`src/hw/rtl/ovl_pkg.sv`:
```
// shared request and status codes for the ordered value list
package ovl_pkg;

    localparam int unsigned VALUE_W  = 32;
    localparam int unsigned REQ_W    = 2;
    localparam int unsigned STATUS_W = 3;

    // request kinds
    localparam logic [REQ_W-1:0] REQ_ADD  = 2'd0;
    localparam logic [REQ_W-1:0] REQ_DEL  = 2'd1;
    localparam logic [REQ_W-1:0] REQ_LIST = 2'd2;

    // result status codes
    localparam logic [STATUS_W-1:0] STAT_ADDED    = 3'd0;
    localparam logic [STATUS_W-1:0] STAT_FULL     = 3'd1;
    localparam logic [STATUS_W-1:0] STAT_DELETED  = 3'd2;
    localparam logic [STATUS_W-1:0] STAT_NOTFOUND = 3'd3;
    localparam logic [STATUS_W-1:0] STAT_EMPTY    = 3'd4;
    localparam logic [STATUS_W-1:0] STAT_LISTED   = 3'd5;

endpackage

```
`src/hw/rtl/ordered_value_list_core.sv`:
```
// ordered value list: append, delete first match, list all, over one shared entry ram
//
// Keeps up to CAPACITY signed 32-bit values in arrival order in a ram. A request
// transaction carries its kind in s_tuser (0 append, 1 delete first equal value,
// 2 list all, 3 ignored) and its value in s_tdata. Every request other than an
// ignored one answers with result transactions on the master side: status in
// m_tuser, value in m_tdata, m_tlast on the final result of the request. The
// block handles one request at a time and s_tready is low while it works; a
// finished result sits in the output register, so the next request can be taken
// while that result waits. An append writes the ram as it is accepted; delete
// reads the ram one entry a cycle from the head until it finds a match at
// position k, then moves each later entry down one place, one per cycle;
// listing emits one entry per cycle from the ram's read port while the receiver
// takes them. The ram's single read port and single write port set these rates.
// The list is empty after reset; no clearing pass is needed since only entries
// below the fill count are read.
module ordered_value_list_core
    import ovl_pkg::*;
#(
    parameter int CAPACITY = 16
) (
    input  logic                clk,
    input  logic                rst_n,
    input  logic                s_tvalid,
    output logic                s_tready,
    input  logic [VALUE_W-1:0]  s_tdata,   // item_value[31:0]
    input  logic [REQ_W-1:0]    s_tuser,   // req_type[1:0]
    output logic                m_tvalid,
    input  logic                m_tready,
    output logic [VALUE_W-1:0]  m_tdata,   // out_value[31:0]
    output logic [STATUS_W-1:0] m_tuser,   // status[2:0]
    output logic                m_tlast    // last
);

    localparam int IDX_W = $clog2(CAPACITY);
    localparam int CNT_W = $clog2(CAPACITY + 1);

    typedef enum logic [2:0] {
        ST_IDLE,
        ST_SCAN,
        ST_SHIFT,
        ST_LIST,
        ST_RESULT
    } state_t;

    state_t              state_reg, state_next;
    logic [CNT_W-1:0]    count_reg, count_next;
    logic [IDX_W-1:0]    idx_reg, idx_next;
    logic [VALUE_W-1:0]  val_reg, val_next;
    logic [STATUS_W-1:0] res_status_reg, res_status_next;
    logic [VALUE_W-1:0]  res_value_reg, res_value_next;

    logic                m_tvalid_reg, m_tvalid_next;
    logic [VALUE_W-1:0]  m_tdata_reg, m_tdata_next;
    logic [STATUS_W-1:0] m_tuser_reg, m_tuser_next;
    logic                m_tlast_reg, m_tlast_next;

    // ram port signals
    logic                ram_wr_en;
    logic [IDX_W-1:0]    ram_wr_addr;
    logic [VALUE_W-1:0]  ram_wr_data;
    logic [IDX_W-1:0]    ram_rd_addr;
    logic [VALUE_W-1:0]  ram_rd_data;

    logic                out_free;
    logic [CNT_W-1:0]    idx_plus1;
    logic [CNT_W-1:0]    idx_plus2;

    ovl_ram #(
        .WIDTH (VALUE_W),
        .DEPTH (CAPACITY)
    ) u_entry_ram (
        .clk     (clk),
        .wr_en   (ram_wr_en),
        .wr_addr (ram_wr_addr),
        .wr_data (ram_wr_data),
        .rd_addr (ram_rd_addr),
        .rd_data (ram_rd_data)
    );

    assign s_tready  = (state_reg == ST_IDLE);
    assign m_tvalid  = m_tvalid_reg;
    assign m_tdata   = m_tdata_reg;
    assign m_tuser   = m_tuser_reg;
    assign m_tlast   = m_tlast_reg;

    // output register can take a new result this cycle
    assign out_free  = !m_tvalid_reg || m_tready;
    assign idx_plus1 = CNT_W'(idx_reg) + CNT_W'(1);
    assign idx_plus2 = CNT_W'(idx_reg) + CNT_W'(2);

    always_comb
    begin
        state_next      = state_reg;
        count_next      = count_reg;
        idx_next        = idx_reg;
        val_next        = val_reg;
        res_status_next = res_status_reg;
        res_value_next  = res_value_reg;
        m_tvalid_next   = m_tvalid_reg;
        m_tdata_next    = m_tdata_reg;
        m_tuser_next    = m_tuser_reg;
        m_tlast_next    = m_tlast_reg;
        // hold the read address so a stalled listing keeps its data
        ram_rd_addr     = idx_reg;
        ram_wr_en       = 1'b0;
        ram_wr_addr     = idx_reg;
        ram_wr_data     = ram_rd_data;

        if (m_tvalid_reg && m_tready)
        begin
            m_tvalid_next = 1'b0;
        end

        unique case (state_reg)
            ST_IDLE:
            begin
                if (s_tvalid)
                begin
                    val_next = s_tdata;
                    unique case (s_tuser)
                        REQ_ADD:
                        begin
                            if (count_reg == CNT_W'(CAPACITY))
                            begin
                                res_status_next = STAT_FULL;
                                res_value_next  = '0;
                            end
                            else
                            begin
                                ram_wr_en       = 1'b1;
                                ram_wr_addr     = count_reg[IDX_W-1:0];
                                ram_wr_data     = s_tdata;
                                count_next      = count_reg + CNT_W'(1);
                                res_status_next = STAT_ADDED;
                                res_value_next  = s_tdata;
                            end
                            state_next = ST_RESULT;
                        end
                        REQ_DEL, REQ_LIST:
                        begin
                            if (count_reg == '0)
                            begin
                                res_status_next = STAT_EMPTY;
                                res_value_next  = '0;
                                state_next      = ST_RESULT;
                            end
                            else
                            begin
                                // head entry is on the read port next cycle
                                ram_rd_addr = '0;
                                idx_next    = '0;
                                state_next  = (s_tuser == REQ_DEL) ? ST_SCAN : ST_LIST;
                            end
                        end
                        default:
                        begin
                            // unused request kind: dropped without a result
                        end
                    endcase
                end
            end

            ST_SCAN:
            begin
                if (ram_rd_data == val_reg)
                begin
                    res_status_next = STAT_DELETED;
                    res_value_next  = val_reg;
                    if (idx_plus1 == count_reg)
                    begin
                        // match at the tail, nothing to move
                        count_next = count_reg - CNT_W'(1);
                        state_next = ST_RESULT;
                    end
                    else
                    begin
                        ram_rd_addr = idx_reg + IDX_W'(1);
                        state_next  = ST_SHIFT;
                    end
                end
                else if (idx_plus1 == count_reg)
                begin
                    res_status_next = STAT_NOTFOUND;
                    res_value_next  = '0;
                    state_next      = ST_RESULT;
                end
                else
                begin
                    ram_rd_addr = idx_reg + IDX_W'(1);
                    idx_next    = idx_reg + IDX_W'(1);
                end
            end

            ST_SHIFT:
            begin
                // entry idx+1 is on the read port, move it down to idx
                ram_wr_en   = 1'b1;
                ram_wr_addr = idx_reg;
                ram_wr_data = ram_rd_data;
                if (idx_plus2 == count_reg)
                begin
                    count_next = count_reg - CNT_W'(1);
                    state_next = ST_RESULT;
                end
                else
                begin
                    ram_rd_addr = idx_reg + IDX_W'(2);
                    idx_next    = idx_reg + IDX_W'(1);
                end
            end

            ST_LIST:
            begin
                if (out_free)
                begin
                    m_tvalid_next = 1'b1;
                    m_tuser_next  = STAT_LISTED;
                    m_tdata_next  = ram_rd_data;
                    m_tlast_next  = (idx_plus1 == count_reg);
                    if (idx_plus1 == count_reg)
                    begin
                        state_next = ST_IDLE;
                    end
                    else
                    begin
                        ram_rd_addr = idx_reg + IDX_W'(1);
                        idx_next    = idx_reg + IDX_W'(1);
                    end
                end
            end

            ST_RESULT:
            begin
                if (out_free)
                begin
                    m_tvalid_next = 1'b1;
                    m_tuser_next  = res_status_reg;
                    m_tdata_next  = res_value_reg;
                    m_tlast_next  = 1'b1;
                    state_next    = ST_IDLE;
                end
            end

            default:
            begin
                state_next = ST_IDLE;
            end
        endcase
    end

    always_ff @(posedge clk or negedge rst_n)
    begin
        if (!rst_n)
        begin
            state_reg      <= ST_IDLE;
            count_reg      <= '0;
            idx_reg        <= '0;
            val_reg        <= '0;
            res_status_reg <= '0;
            res_value_reg  <= '0;
            m_tvalid_reg   <= 1'b0;
            m_tdata_reg    <= '0;
            m_tuser_reg    <= '0;
            m_tlast_reg    <= 1'b0;
        end
        else
        begin
            state_reg      <= state_next;
            count_reg      <= count_next;
            idx_reg        <= idx_next;
            val_reg        <= val_next;
            res_status_reg <= res_status_next;
            res_value_reg  <= res_value_next;
            m_tvalid_reg   <= m_tvalid_next;
            m_tdata_reg    <= m_tdata_next;
            m_tuser_reg    <= m_tuser_next;
            m_tlast_reg    <= m_tlast_next;
        end
    end

`ifndef SYNTHESIS
    // fill count stays within the ram
    a_count_range: assert property (@(posedge clk) disable iff (!rst_n)
        count_reg <= CNT_W'(CAPACITY))
        else $error("entry count above capacity");

    // an accepted append on a list with room grows it by one
    a_add_grows: assert property (@(posedge clk) disable iff (!rst_n)
        (s_tvalid && s_tready && s_tuser == REQ_ADD && count_reg != CNT_W'(CAPACITY))
        |=> (count_reg == $past(count_reg) + CNT_W'(1)))
        else $error("append did not grow the list");

    // the move-down pass only touches live entries
    a_shift_in_range: assert property (@(posedge clk) disable iff (!rst_n)
        (state_reg == ST_SHIFT) |-> (idx_plus2 <= count_reg))
        else $error("shift beyond the list tail");

    // every result other than a listed entry closes its request
    a_single_last: assert property (@(posedge clk) disable iff (!rst_n)
        (m_tvalid && m_tuser != STAT_LISTED) |-> m_tlast)
        else $error("single result without last");
`endif

endmodule

```
`src/hw/rtl/ovl_ram.sv`:
```
// generic single write port ram with registered read
module ovl_ram #(
    parameter int WIDTH = 32,
    parameter int DEPTH = 16
) (
    input  logic                     clk,
    input  logic                     wr_en,
    input  logic [$clog2(DEPTH)-1:0] wr_addr,
    input  logic [WIDTH-1:0]         wr_data,
    input  logic [$clog2(DEPTH)-1:0] rd_addr,
    output logic [WIDTH-1:0]         rd_data
);

    logic [WIDTH-1:0] mem [DEPTH];

    always_ff @(posedge clk)
    begin
        if (wr_en)
        begin
            mem[wr_addr] <= wr_data;
        end
        rd_data <= mem[rd_addr];
    end

endmodule

```
`config.mk`:
```
export PLATFORM = sky130hd
export DESIGN_NAME = ordered_value_list_core
export DESIGN_NICKNAME = d
export VERILOG_FILES = /design/src/hw/rtl/ovl_pkg.sv /design/src/hw/rtl/ordered_value_list_core.sv /design/src/hw/rtl/ovl_ram.sv
export SDC_FILE = /design/constraint.sdc
export NUM_CORES = 1
export LEC_CHECK = 0
export ABC_AREA = 0
export BUFFER_PORTS_ARGS = -buffer_cell sky130_fd_sc_hd__buf_4
export CORE_MARGIN = 5
export CORE_UTILIZATION = 45
export DETAILED_ROUTE_END_ITERATION = 8
export GPL_TIMING_DRIVEN = 0
export PLACE_DENSITY_LB_ADDON = 0.2
export SLEW_MARGIN = 20
export SYNTH_ARGS = -nofsm -noshare
export SYNTH_HDL_FRONTEND = slang
export SYNTH_SLANG_ARGS = --single-unit
export TNS_END_PERCENT = 30
```
`constraint.sdc`:
```
create_clock -name clk -period 7.88 [get_ports clk]
set_input_delay 1.576 -clock clk [delete_from_list [all_inputs] [get_ports clk]]
set_output_delay 1.576 -clock clk [all_outputs]
set_load 0.01 [all_outputs]
```
# == Word level (Yosys, flattened, before mapping) ==
# Memories as Yosys holds them, arrays and structs flattened. A register that Yosys moved wholly into a read port is not among the register bits.
# Index checks and enable logic that the tools add are counted.
# classes
n_shift,0
muxes,69
n_bitwise,0
n_reduce_logical,18
div_mod_pow,0
add_sub_neg,6
multipliers,0
n_lt_le_gt_ge,0
eq_ne,24
# ops
cell,count
2-to-1 mux 32 bit,11
one-hot mux 32 bit (2 select lines),3
2-to-1 mux 4 bit,12
2-to-1 mux 3 bit,15
equality test 32 bit,1
one-hot mux 4 bit (4 select lines),2
2-to-1 mux 5 bit,6
one-hot mux 3 bit (2 select lines),4
"inequality test 2 bit, second input constant",10
one-hot mux 3 bit (5 select lines),1
one-hot mux 5 bit (3 select lines),1
AND reduction 7 bit,2
2-to-1 mux 1 bit,11
equality test 5 bit,2
"equality test 3 x 2 -> 1 bit, second input constant",2
"inequality test 3 bit, second input constant",2
AND reduction 3 bit,2
"adder 4 x 1 -> 5 bit, second input constant",1
"adder 4 x 2 -> 5 bit, second input constant",1
"adder 5 x 1 -> 5 bit, second input constant",1
"equality test 5 bit, second input constant",1
logical NOT 5 bit,1
AND reduction 5 bit,1
"subtractor 5 x 1 -> 5 bit, second input constant",1
20 further kinds,23
# word_totals
ramBits,512
rom_bits,0
in_bits,38
regBits,116
latch_bits,0
word_cells,128
memories,1
out_inout_bits,38
# mem_list
memory,words,width,rd,rd_clocked_by_memory_dff,wr,line,source
u_entry_ram.mem,16,32,1,1,1,ovl_ram.sv:14,logic [WIDTH-1:0] mem [DEPTH];

# == Logic depth before layout (Yosys ltp) ==
# Gate-level depths: netlist of the first run.
# depth
word_depth,7
mapped_depth,12
mapped_depth_nobuf,9

# == Cells and area by module ==
# A second synthesis of the first run with hierarchy kept.
# hier_totals
cells_unflattened,1533
area_unflattened_um2,26271.4
# by_module_without_submodules
module,cells_each,seq_area_each_um2,area_per_inst_um2,instances
ovl_ram,838,16015.4,19835.3,1
ordered_value_list_core,695,2902.8,6436.2,1

# == Worst setup path before layout of the first run ==
# OpenSTA, ideal clock, no wires.
# synth_path
kind,input-to-reg
from,input s_tvalid
to,memory u_entry_ram.mem[0][0] (enable)
t_arrival_ns,4.174
path_buffers,2
setup_time_ns,0.421
t_required_ns,7.459
setup_slack_ns,3.285
stages,7
cell_sequence,and2_1 -> clkbuf_1 -> nand2_1 -> nor2_1 -> clkbuf_1 -> a31oi_1 -> nor2_1
# synth_via
elab_chain_len,4
elab_cells_between_ends,6
classes_between,mux: 6
# synth_lines
element,line,source
start: declaration,ordered_value_list_core.sv:24,"input logic s_tvalid,"
2-to-1 mux 1 bit,ordered_value_list_core.sv:118,if (s_tvalid)
one-hot mux 1 bit (2 select lines),ordered_value_list_core.sv:115,unique case (state_reg)
2-to-1 mux 1 bit,ovl_ram.sv:18,if (wr_en)
2-to-1 mux 1 bit (implied by the code),ovl_ram.sv:20,mem[wr_addr] <= wr_data;
end: declaration,ovl_ram.sv:14,
# Parallel ways exist; a longest one is shown, timed or not.

# == Worst setup path in the final report of the first run ==
# layout_path
from,input s_tvalid
to,memory u_entry_ram.mem[1][15] (enable)
# Same word-level chain as after synthesis.

==> key figures, run 1 <==
Hold path
  • Hold path startpoint: res_status_reg[0]$_DFFE_PN0P_
  • WHS Endpoint: m_tuser[0]$_DFFE_PN0P_
  • WHS Path Cells: 1
  • Hold Path Class: register to register

Setup path
  • CP startpoint kind: primary input
  • FF-to-FF setup slack: 2.94 ns
  • CP required: 8.18 ns
  • RR Startpoint: state_reg[1]$_DFFE_PN0P_
  • RR Endpoint: u_entry_ram.mem[1][15]$_DFFE_PP_
  • R2R cell count: 10
  • Crit path arrival time: 5.24 ns
  • CP max FO: 17
  • Worst setup EP type: register
  • Setup CP Type: primary input to register

Routing
  • Met2 wire len: 32.5 mm
  • WL met3: 4.71 mm
  • Initial DRT Pass Iterations: 5
  • Via density: 5.91
  • Initial drt markers: 1,365
  • Routed WL: 68.6 mm
  • Antenna Nets Post-Route: 0
  • Vias: 14.5k
  • DR top layer: met4
  • Drc violations: 0
  • DR WL/cell: 28.0 µm
  • M1 WL: 29.7 mm

Logic synthesis
  • Mapped Cells: 1,461
  • Adder-Cell Fraction of Synth Area: 0.409%
  • Syn_area_per_cell: 18.0 µm²
  • Syn_nets: 1,507
  • Synth Area in Compound Gates: 5.65%
  • Synth Area in Simple Gates: 3.83%
  • Async SR Flop Fraction: 17.6%
  • Ys Warns: 0
  • Sequential-to-total area share from yosys stat: 72.0%
  • Most common flop cell mapped by yosys: edfxtp_1
  • Multiplexer share of the synthesized area: 15.1%
  • Ranking of synthesized cells by area: edfxtp_1, dfrtp_1, mux4_2, mux2_2, dfxtp_1
  • Synth top area share: 58.5%
  • Number of flops mapped to enable cells by yosys: 512
  • Yosys top cell by area: edfxtp_1
  • Post-synthesis cell area: 26,300 µm²
  • Synthesis-stage register bit count: 660
  • Post-synthesis xor/xnor area fraction: 1.50%
  • Synth cell types: 67
  • Main combinational cell family by area after synthesis: multiplexers

GRT
  • GRT Residual Overflow: 0
  • Initial antenna violation count: 1
  • Vias in the first global route: 15.1k
  • Largest net degree at the start of global routing: 62
  • Global-route wire length before repair: 101 mm
  • GRT Total Usage: 21.7%

Place
  • Detailed placement HPWL: 46.2 mm
  • Routability congestion estimate: 0.846
  • Count of port buffers added during placement: 75
  • Place WS: 2.40 ns
  • DP Cell Count: 2,324
  • Placed cell area: 28,500 µm²

STA
  • Final setup violation count: 0
  • Slew margin rel.: 21.3%
  • Tcrit/Tclk final: 62.7%
  • Worst-margin pin slew: 1.17 ns
  • RSZ-0062 raised after global routing: no
  • Clk_skew: 0.0115 ns
  • Fin. max-slew vios: 0
  • Final WS setup: 2.94 ns
  • Setup tns final: 0 ns
  • Final min period: 4.94 ns
  • Endpoints failing hold: 0
  • Highest Clock Rate: 202 MHz

Die
  • Die H: 252 µm
  • Ports: 76
  • Die ar.: 63,300 µm²
  • Core area: 57,800 µm²
  • Row count: 88
  • Die width: 252 µm
  • Starting Density: 45.5%

Finish
  • Max reg flops: 512
  • Final Instance Count excl. Fillers: 2,455
  • Leading cell type in the layout, fill and taps excluded: edfxtp_1
  • Diode count: 0
  • Layout area overhead: 17.0%
  • Finished Cell Area: 30,800 µm²
  • Leading cell types in the layout, fill and taps excluded: edfxtp_1, mux4_2, dfrtp_1
  • Layout cell share with drive strength beyond 1: 27.4%
  • Largest Register: u_entry_ram.mem
  • Nets: 1,678

Clock network
  • Skew-Pair Late Insertion Delay: 0.60 ns
  • CTS Buf Count: 71
  • Clock Tree Buf Depth: 3
  • Post-CTS setup buffer count: 0
  • CTS Sinks: 660
  • H-tree Lvls: 3
  • Root Buffer: clkbuf_16
  • CTS tree: built
  • Post-cts hold buffer count: 0
  • Post_cts resized: 0
  • Clock transition at the registers of the reported paths: 0.06 ns

Run
  • Max Cap Violations: 0

Power and ir drop
  • Leakage: 10.5 nW
  • P per Cell Area: 422 nW/µm²
  • Power Total: 13.0 mW
  • Worst VDD drop: 0.235 mV

Outcome
  • Status: completed
==> critical path, cell delays in order <==
cell and delay [ns]:
buf_4 0.09, and2_1 0.12, clkbuf_1 0.45, nand2_1 0.22, nor2_2 0.68, clkbuf_1 0.62, a31oi_1 0.47, nor2_4 0.70
buf_12 0.27
==> routing by layer <==
metal	vias to the layer above	global-route usage [%]
met3	97	4.59
met4	0	5.82
met5	-	0
met1	7692	31.0
met2	515	34.3
li1	6208	-
==> cell families (layout without fill, tap and decap cells) <==
family                     after synthesis  after routing
DFF                                    660            660
buffers and inverters                   91            320
and+or+nand+nor                        221            221
adders and majority gates                8              8
muxes                                  227            227
xor gates and xnor gates                45             45
AOI/OAI and AO/OA                      209            209
==> worst max path at each step <==
stage,startpoint,end,slack (ns),depth (start not counted)
floorplan,s_tvalid,u_entry_ram.mem[0][0]$_DFFE_PP_,3.28,7
global placement,s_tvalid,u_entry_ram.mem[4][14]$_DFFE_PP_,-0.08,8
detailed placement,s_tvalid,u_entry_ram.mem[0][14]$_DFFE_PP_,2.40,9
CTS,s_tvalid,u_entry_ram.mem[1][13]$_DFFE_PP_,3.02,9
global route,state_reg[1]$_DFFE_PN0P_,u_entry_ram.mem[1][14]$_DFFE_PP_,2.83,10
finish,s_tvalid,u_entry_ram.mem[1][15]$_DFFE_PP_,2.94,9
==> synth_stat cells (all sizes together), types with 3 or more instances <==
library cell and number:
clkbuf 35, edfxtp 512, ha 7, nand2 54, or3 3, o21ai 19
o21a 3, nor4 4, buf 49, a221o 13, nor2 104, nand4 9
a22oi 67, nand2b 4, dfxtp 32, nor2b 5, a221oi 19, mux2i 32
o211ai 3, xor2 6, and3 15, xnor2 39, a211oi 3, nor3 7
inv 7, mux4 128, and2 6, a31oi 10, mux2 67, dfrtp 116
a21oi 49, a32o 3, nor3b 3
==> cell type report <==
| cell class | count | area (µm²) |
|---|---|---|
| Sequential cell | 660 | 18900 |
| Timing Repair Buffer | 98 | 1080 |
| Multi-Input combinational cell | 710 | 7090 |
| Buffer | 84 | 390 |
| Inverter | 7 | 26.3 |
| Clock buffer | 103 | 2000 |
| Fill cell | 4629 | 27100 |
| Tap cell | 765 | 957 |
| Clock inverter | 28 | 292 |
==> power by group <==
group          internal, mW  total, mW  switching [mW]
clock network          1.94       3.29            1.35
registers              4.74       5.09           0.356
logic                  1.92       4.58            2.66
==> metrics by stage <==
| stage | hold WS [ns] | util, % |
|---|---|---|
| 6_report | 0.494 | 53.2 |
| 5_1_grt | 0.511 | 53.2 |
| 4_1_cts | 0.493 | 53.2 |
| 3_5_place_dp | 0.482 | 49.2 |
| 3_3_place_gp | 0.478 | 48.1 |
| 2_1_floorplan | 0.454 | - |
Power figures use the tool's default switching activity.
==> inputs of run 2 (changes only) <==
clock period = 5 ns   (was 7.88 ns; I/O delays follow)
==> run 2 against run 1 <==
Final cell count is 0.12% higher. Design area is 0.16% higher. Largest cell class unchanged. Largest power group unchanged. Clock power is 58% higher. Global-route usage stayed put. Total power is 58% higher.
==> key figures, run 2 (synthesis results as in run 1) <==
Die
  • Die ar.: 63,300 µm² (unchanged)
  • Ports: 76 (unchanged)
  • Die H: 252 µm (unchanged)
  • Row count: 88 (unchanged)
  • Die width: 252 µm (unchanged)
  • Starting Density: 45.5% (unchanged)
  • Core area: 57,800 µm² (unchanged)

Routing
  • Initial drt markers: 1,465 (was 1,365)
  • Met2 wire len: 32.5 mm (about the same)
  • WL met3: 4.96 mm (was 4.71 mm)
  • Initial DRT Pass Iterations: 5 (unchanged)
  • M1 WL: 29.4 mm (was 29.7 mm)
  • DR top layer: met4 (unchanged)
  • Antenna Nets Post-Route: 0 (unchanged)
  • DR WL/cell: 27.9 µm (was 28.0 µm)
  • Routed WL: 68.7 mm (was 68.6 mm)
  • Via density: 5.93 (was 5.91)
  • Drc violations: 0 (unchanged)
  • Vias: 14.6k (was 14.5k)

Finish
  • Area of the multi-input gates: 7090 µm² (unchanged)
  • Layout cell share with drive strength beyond 1: 27.6% (was 27.4%)
  • Diode count: 0 (unchanged)
  • Leading cell type in the layout, fill and taps excluded: edfxtp_1 (unchanged)
  • Layout area overhead: 17.2% (was 17.0%)
  • Register area: 18,900 µm² (unchanged)
  • Nets: 1,681 (was 1,678)
  • Largest Register: u_entry_ram.mem (unchanged)
  • Final Instance Count excl. Fillers: 2,458 (was 2,455)
  • Fillers: 4,622 (was 4,629)
  • Post-layout util: 53.3% (was 53.2%)
  • Leading cell types in the layout, fill and taps excluded: edfxtp_1, mux4_2, dfrtp_1 (unchanged)
  • Max reg flops: 512 (unchanged)

STA
  • RSZ-0062 raised after global routing: no (unchanged)
  • Slew margin rel.: 22.3% (was 21.3%)
  • Clk_skew: 0.0110 ns (was 0.0115 ns)
  • Final min period: 4.90 ns
  • Worst-margin pin slew: 1.16 ns (was 1.17 ns)
  • Final setup violation count: 0 (unchanged)
  • Hold slack final: 0.381 ns (was 0.494 ns)
  • Highest Clock Rate: 204 MHz
  • Tcrit/Tclk final: 98.0%
  • Fin. max-slew vios: 0 (unchanged)
  • Endpoints failing hold: 0 (unchanged)

Clock network
  • Post-cts hold buffer count: 0 (unchanged)
  • CTS Buf Count: 71 (unchanged)
  • H-tree Lvls: 3 (unchanged)
  • CTS Sinks: 660 (unchanged)
  • Root Buffer: clkbuf_16 (unchanged)
  • CTS tree: built (unchanged)
  • Skew-Pair Late Insertion Delay: 0.60 ns (about the same)
  • Clock transition at the registers of the reported paths: 0.05 ns (was 0.06 ns)
  • Clock Tree Buf Depth: 3 (unchanged)

Power and ir drop
  • P per Cell Area: 664 nW/µm² (was 422 nW/µm²)
  • Worst VDD drop: 0.374 mV (was 0.235 mV)
  • Leakage: 10.5 nW (about the same)

Place
  • Detailed placement HPWL: 46.2 mm (unchanged)
  • Routability congestion estimate: 0.846 (unchanged)
  • Count of port buffers added during placement: 75 (unchanged)
  • DP Cell Count: 2,324 (unchanged)

GRT
  • Initial antenna violation count: 1 (unchanged)
  • Largest net degree at the start of global routing: 62 (unchanged)
  • GRT Residual Overflow: 0 (unchanged)
  • GRT Total Usage: 21.7% (unchanged)
  • Vias in the first global route: 15.1k (unchanged)
  • Global-route wire length before repair: 101 mm (unchanged)

Setup path
  • Setup CP Type: register to register (was primary input to register)
  • Crit path arrival time: 5.19 ns (was 5.24 ns)
  • CP required: 5.29 ns (was 8.18 ns)
  • Cell mode on critical path: clkbuf_1 (unchanged)
  • CP startpoint kind: register (was primary input)
  • Worst setup EP type: register (unchanged)
  • Worst path bufs/invs: 4 (unchanged)
  • Slowest CP cell: nor2_4 (unchanged)
  • CP max FO: 19 (was 17)
  • Delay-heaviest family, CP: simple AND/OR/NAND/NOR gates (unchanged)
  • Slowest stage delay, CP: 0.71 ns (was 0.70 ns)
  • Critical-path cell list: clkbuf_1, nor3_1, and2_1, clkbuf_1, nand2_1, nor2_2, clkbuf_1, a31oi_1, nor2_4, buf_12 (was buf_4, and2_1, clkbuf_1, nand2_1, nor2_2, clkbuf_1, a31oi_1, nor2_4, buf_12)

Hold path
  • Hold Path Class: primary input to asynchronous set/reset pin (was register to register)

Run
  • Max Cap Violations: 0 (unchanged)

Outcome
  • Status: completed (unchanged)
[run 2: cell types whose count changed in the layout (fill, tap and decap cells not counted), sizes merged]
cell,previous run,this run
buf,147,150
[run 2: final timing paths]
path,startpoint,end,slack [ns],cells after the start
max reg2reg,state_reg[1]$_DFFE_PN0P_,u_entry_ram.mem[13][14]$_DFFE_PP_,0.10,10
min,rst_n,idx_reg[2]$_DFFE_PN0P_,0.38,1
max in group asynchronous,rst_n,res_value_reg[22]$_DFFE_PN0P_,3.87,2
min in group clk,res_status_reg[0]$_DFFE_PN0P_,m_tuser[0]$_DFFE_PN0P_,0.49,1
min reg2reg,res_status_reg[0]$_DFFE_PN0P_,m_tuser[0]$_DFFE_PN0P_,0.49,1
max,state_reg[1]$_DFFE_PN0P_,u_entry_ram.mem[13][14]$_DFFE_PP_,0.10,10
[run 2: layout make-up]
type	count	share of cell area [%]
tap	765	3.11
inverter	7	0.0853
timing repair buffer	101	3.65
multi-input combinational	710	23.0
clock buffer	103	6.50
sequential	660	61.4
clock inverter	28	0.947
buffer	84	1.27
[run 2: timing repair]
action | 4_1_cts | 5_1_grt
buffers inserted | 0 | 3
endpoints found under the setup margin | 0 | 76
gates resized for setup | 0 | 2
[run 2: metal layers]
layer,GRT usage [%],vias up
met5,0,-
met4,5.82,0
met3,4.59,101
met2,34.3,551
met1,31.0,7717
li1,-,6213
[run 2: power by group]
| part | switching, mW | total [mW] | leakage (nW) | internal [mW] |
|---|---|---|---|---|
| sequential | 0.563 | 8.03 | 6.25 | 7.46 |
| combinational | 4.20 | 7.25 | 3.17 | 3.05 |
| clock | 2.13 | 5.19 | 1.12 | 3.06 |
[run 2: through the flow]
stage	total power [mW]	TNS (ns)	setup WS [ns]	instance area [µm²]
3_5_place_dp	15.4	0	0.100	28500
3_3_place_gp	15.1	-1139.46	-2.39	27800
4_1_cts	20.6	0	0.169	30800
5_1_grt	21.4	0	0.0474	30800
6_report	20.5	0	0.102	30800
2_1_floorplan	12.8	0	0.973	26300
==> inputs of run 3 (changes only) <==
clock period = 4.4 ns   (was 5 ns; I/O delays follow)
==> run 3 against run 2 <==
Clock-buffer cell count stayed put. Non-clock buffer count increased by 13. Sequential power rose by 14%. First-iteration DRC count decreased by 2.1%. Sequential share of layout area fell by 0.47 points. Highest routed layer unchanged.
==> key figures, run 3 (synthesis results as in run 1) <==
Setup path
  • Worst path bufs/invs: 1 (was 4)
  • Critical-path cell list: ha_1, nor2b_1, o21ai_0, a211o_1, a41oi_1, a211oi_1, a21oi_1, clkbuf_1, a22oi_1, nand2_1 (was clkbuf_1, nor3_1, and2_1, clkbuf_1, nand2_1, nor2_2, clkbuf_1, a31oi_1, nor2_4, buf_12)
  • Crit path arrival time: 4.66 ns (was 5.19 ns)
  • Slowest CP cell: clkbuf_1 (was nor2_4)
  • CP startpoint kind: register (unchanged)
  • Delay-heaviest family, CP: compound AO/OA/AOI/OAI gates (was simple AND/OR/NAND/NOR gates)
  • FF-to-FF setup slack: 0.28 ns (was 0.10 ns)
  • CP required: 4.94 ns (was 5.29 ns)
  • CP max FO: 10 (was 19)
  • Slowest stage delay, CP: 0.75 ns (was 0.71 ns)
  • Setup CP Type: register to register (unchanged)
  • Worst setup EP type: register (unchanged)

Power and ir drop
  • P per Cell Area: 750 nW/µm² (was 664 nW/µm²)
  • Worst VDD drop: 0.422 mV (was 0.374 mV)
  • Leakage: 10.6 nW (was 10.5 nW)

Hold path
  • Hold Path Class: primary input to asynchronous set/reset pin (unchanged)

STA
  • Fin. max-slew vios: 0 (unchanged)
  • Clk_skew: 0.0110 ns (about the same)
  • Worst-margin pin slew: 1.10 ns (was 1.16 ns)
  • Tcrit/Tclk final: 93.7% (was 98.0%)
  • Final WS setup: 0.279 ns (was 0.102 ns)
  • RSZ-0062 raised after global routing: no (unchanged)
  • Final min period: 4.12 ns (was 4.90 ns)
  • Endpoints failing hold: 0 (unchanged)
  • Slew margin rel.: 26.2% (was 22.3%)
  • Highest Clock Rate: 243 MHz (was 204 MHz)
  • Final setup violation count: 0 (unchanged)

GRT
  • Global routing usage on met3: 4.63% (was 4.59%)
  • GRT Residual Overflow: 0 (unchanged)
  • Global-route wire length before repair: 102 mm (was 101 mm)
  • Met2 Track Usage GR: 34.5% (was 34.3%)
  • GRT met1 Usage: 31.4% (was 31.0%)
  • GRT Total Usage: 21.8% (was 21.7%)
  • Initial antenna violation count: 1 (unchanged)
  • Grt peak-use layer: met2 (unchanged)
  • Largest net degree at the start of global routing: 62 (unchanged)
  • Vias in the first global route: 15.1k (about the same)

Finish
  • Leading cell types in the layout, fill and taps excluded: edfxtp_1, mux4_2, dfrtp_1 (unchanged)
  • Largest Register: u_entry_ram.mem (unchanged)
  • Layout cell share with drive strength beyond 1: 28.3% (was 27.6%)
  • Layout area overhead: 18.1% (was 17.2%)
  • Area of the multi-input gates: 7100 µm² (was 7090 µm²)
  • Fillers: 4,595 (was 4,622)
  • Leading cell type in the layout, fill and taps excluded: edfxtp_1 (unchanged)
  • Finished Cell Area: 31,000 µm² (was 30,800 µm²)
  • Nets: 1,694 (was 1,681)
  • Diode count: 0 (unchanged)
  • Max reg flops: 512 (unchanged)
  • Post-layout util: 53.7% (was 53.3%)
  • Register area: 18,900 µm² (unchanged)

Place
  • Placed cell area: 28,500 µm² (unchanged)
  • Detailed placement HPWL: 46.2 mm (unchanged)
  • Place WS: -0.406 ns (was 0.100 ns)
  • Routability congestion estimate: 0.846 (unchanged)
  • Count of port buffers added during placement: 75 (unchanged)

Die
  • Die ar.: 63,300 µm² (unchanged)
  • Die width: 252 µm (unchanged)
  • Die H: 252 µm (unchanged)
  • Row count: 88 (unchanged)
  • Core area: 57,800 µm² (unchanged)
  • Ports: 76 (unchanged)
  • Starting Density: 45.5% (unchanged)

Routing
  • Vias: 14.7k (was 14.6k)
  • Via density: 5.95 (was 5.93)
  • Initial DRT Pass Iterations: 5 (unchanged)
  • Routed WL: 69.1 mm (was 68.7 mm)
  • Initial drt markers: 1,434 (was 1,465)
  • DR WL/cell: 28.0 µm (was 27.9 µm)
  • Antenna Nets Post-Route: 0 (unchanged)
  • Drc violations: 0 (unchanged)

Clock network
  • H-tree Lvls: 3 (unchanged)
  • CTS tree: built (unchanged)
  • Clock Tree Buf Depth: 3 (unchanged)
  • Clock transition at the registers of the reported paths: 0.06 ns (was 0.05 ns)
  • CTS Buf Count: 71 (unchanged)
  • CTS Sinks: 660 (unchanged)
  • Skew-Pair Late Insertion Delay: 0.60 ns (about the same)
  • Root Buffer: clkbuf_16 (unchanged)

Outcome
  • Status: completed (unchanged)

Run
  • Max Cap Violations: 0 (unchanged)
[run 3: final cells by class]
| type | instances | area share, % |
|---|---|---|
| Sequential cell | 660 | 61.0 |
| Multi-Input combinational cell | 710 | 22.9 |
| Clock buffer | 103 | 6.45 |
| Timing Repair Buffer | 114 | 4.34 |
| Tap cell | 765 | 3.08 |
| Buffer | 84 | 1.27 |
| Clock inverter | 28 | 0.939 |
| Inverter | 7 | 0.0847 |
[run 3: path summary, 6_finish.rpt]
path                                                from                               to  cells past startpoint
min reg2reg                res_status_reg[0]$_DFFE_PN0P_           m_tuser[0]$_DFFE_PN0P_                      1
max reg2reg                       idx_reg[0]$_DFFE_PN0P_  u_entry_ram.rd_data[20]$_DFF_P_                     10
max in group asynchronous                          rst_n    res_value_reg[22]$_DFFE_PN0P_                      2
max                               idx_reg[0]$_DFFE_PN0P_  u_entry_ram.rd_data[20]$_DFF_P_                     10
min in group clk           res_status_reg[0]$_DFFE_PN0P_           m_tuser[0]$_DFFE_PN0P_                      1
min                                                rst_n           idx_reg[2]$_DFFE_PN0P_                      1
[run 3: what timing repair did]
action / 4_1_cts / 5_1_grt
hold buffers: 0 / 0
pin swaps: 12 / 2
resized for setup: 3 / 3
setup endpoints to repair: 485 / 74
buffers inserted: 14 / 2
[run 3: power breakdown]
part,switching (mW),total [mW],internal (mW)
Clock,2.41,5.89,3.48
Sequential,0.641,9.12,8.48
Combinational,4.79,8.26,3.47
[run 3: worst reg2reg max path: stages, from the launching register on]
cell,delay (ns)
dfrtp_1,0.50
ha_1,0.35
nor2b_1,0.20
o21ai_0,0.15
a211o_1,0.45
a41oi_1,0.45
a211oi_1,0.17
a21oi_1,0.67
clkbuf_1,0.76
a22oi_1,0.25
nand2_1,0.13
[run 3: metrics by stage]
stage	instances	hold WS, ns	setup TNS [ns]	power, mW
6_report	2471	0.257	0	23.3
3_5_place_dp	2324	0.482	-132.09	17.5
4_1_cts	2469	0.257	0	23.4
2_1_floorplan	1461	0.454	0	14.5
3_3_place_gp	2301	0.478	-1396.99	17.1
5_1_grt	2471	0.293	0	24.4
[run 3: per-layer routing]
layer | wire [µm] | vias to the layer above
met5 | 0 | -
met2 | 32600 | 568
li1 | - | 6248
met4 | 1740 | 0
met3 | 5130 | 103
met1 | 29600 | 7785
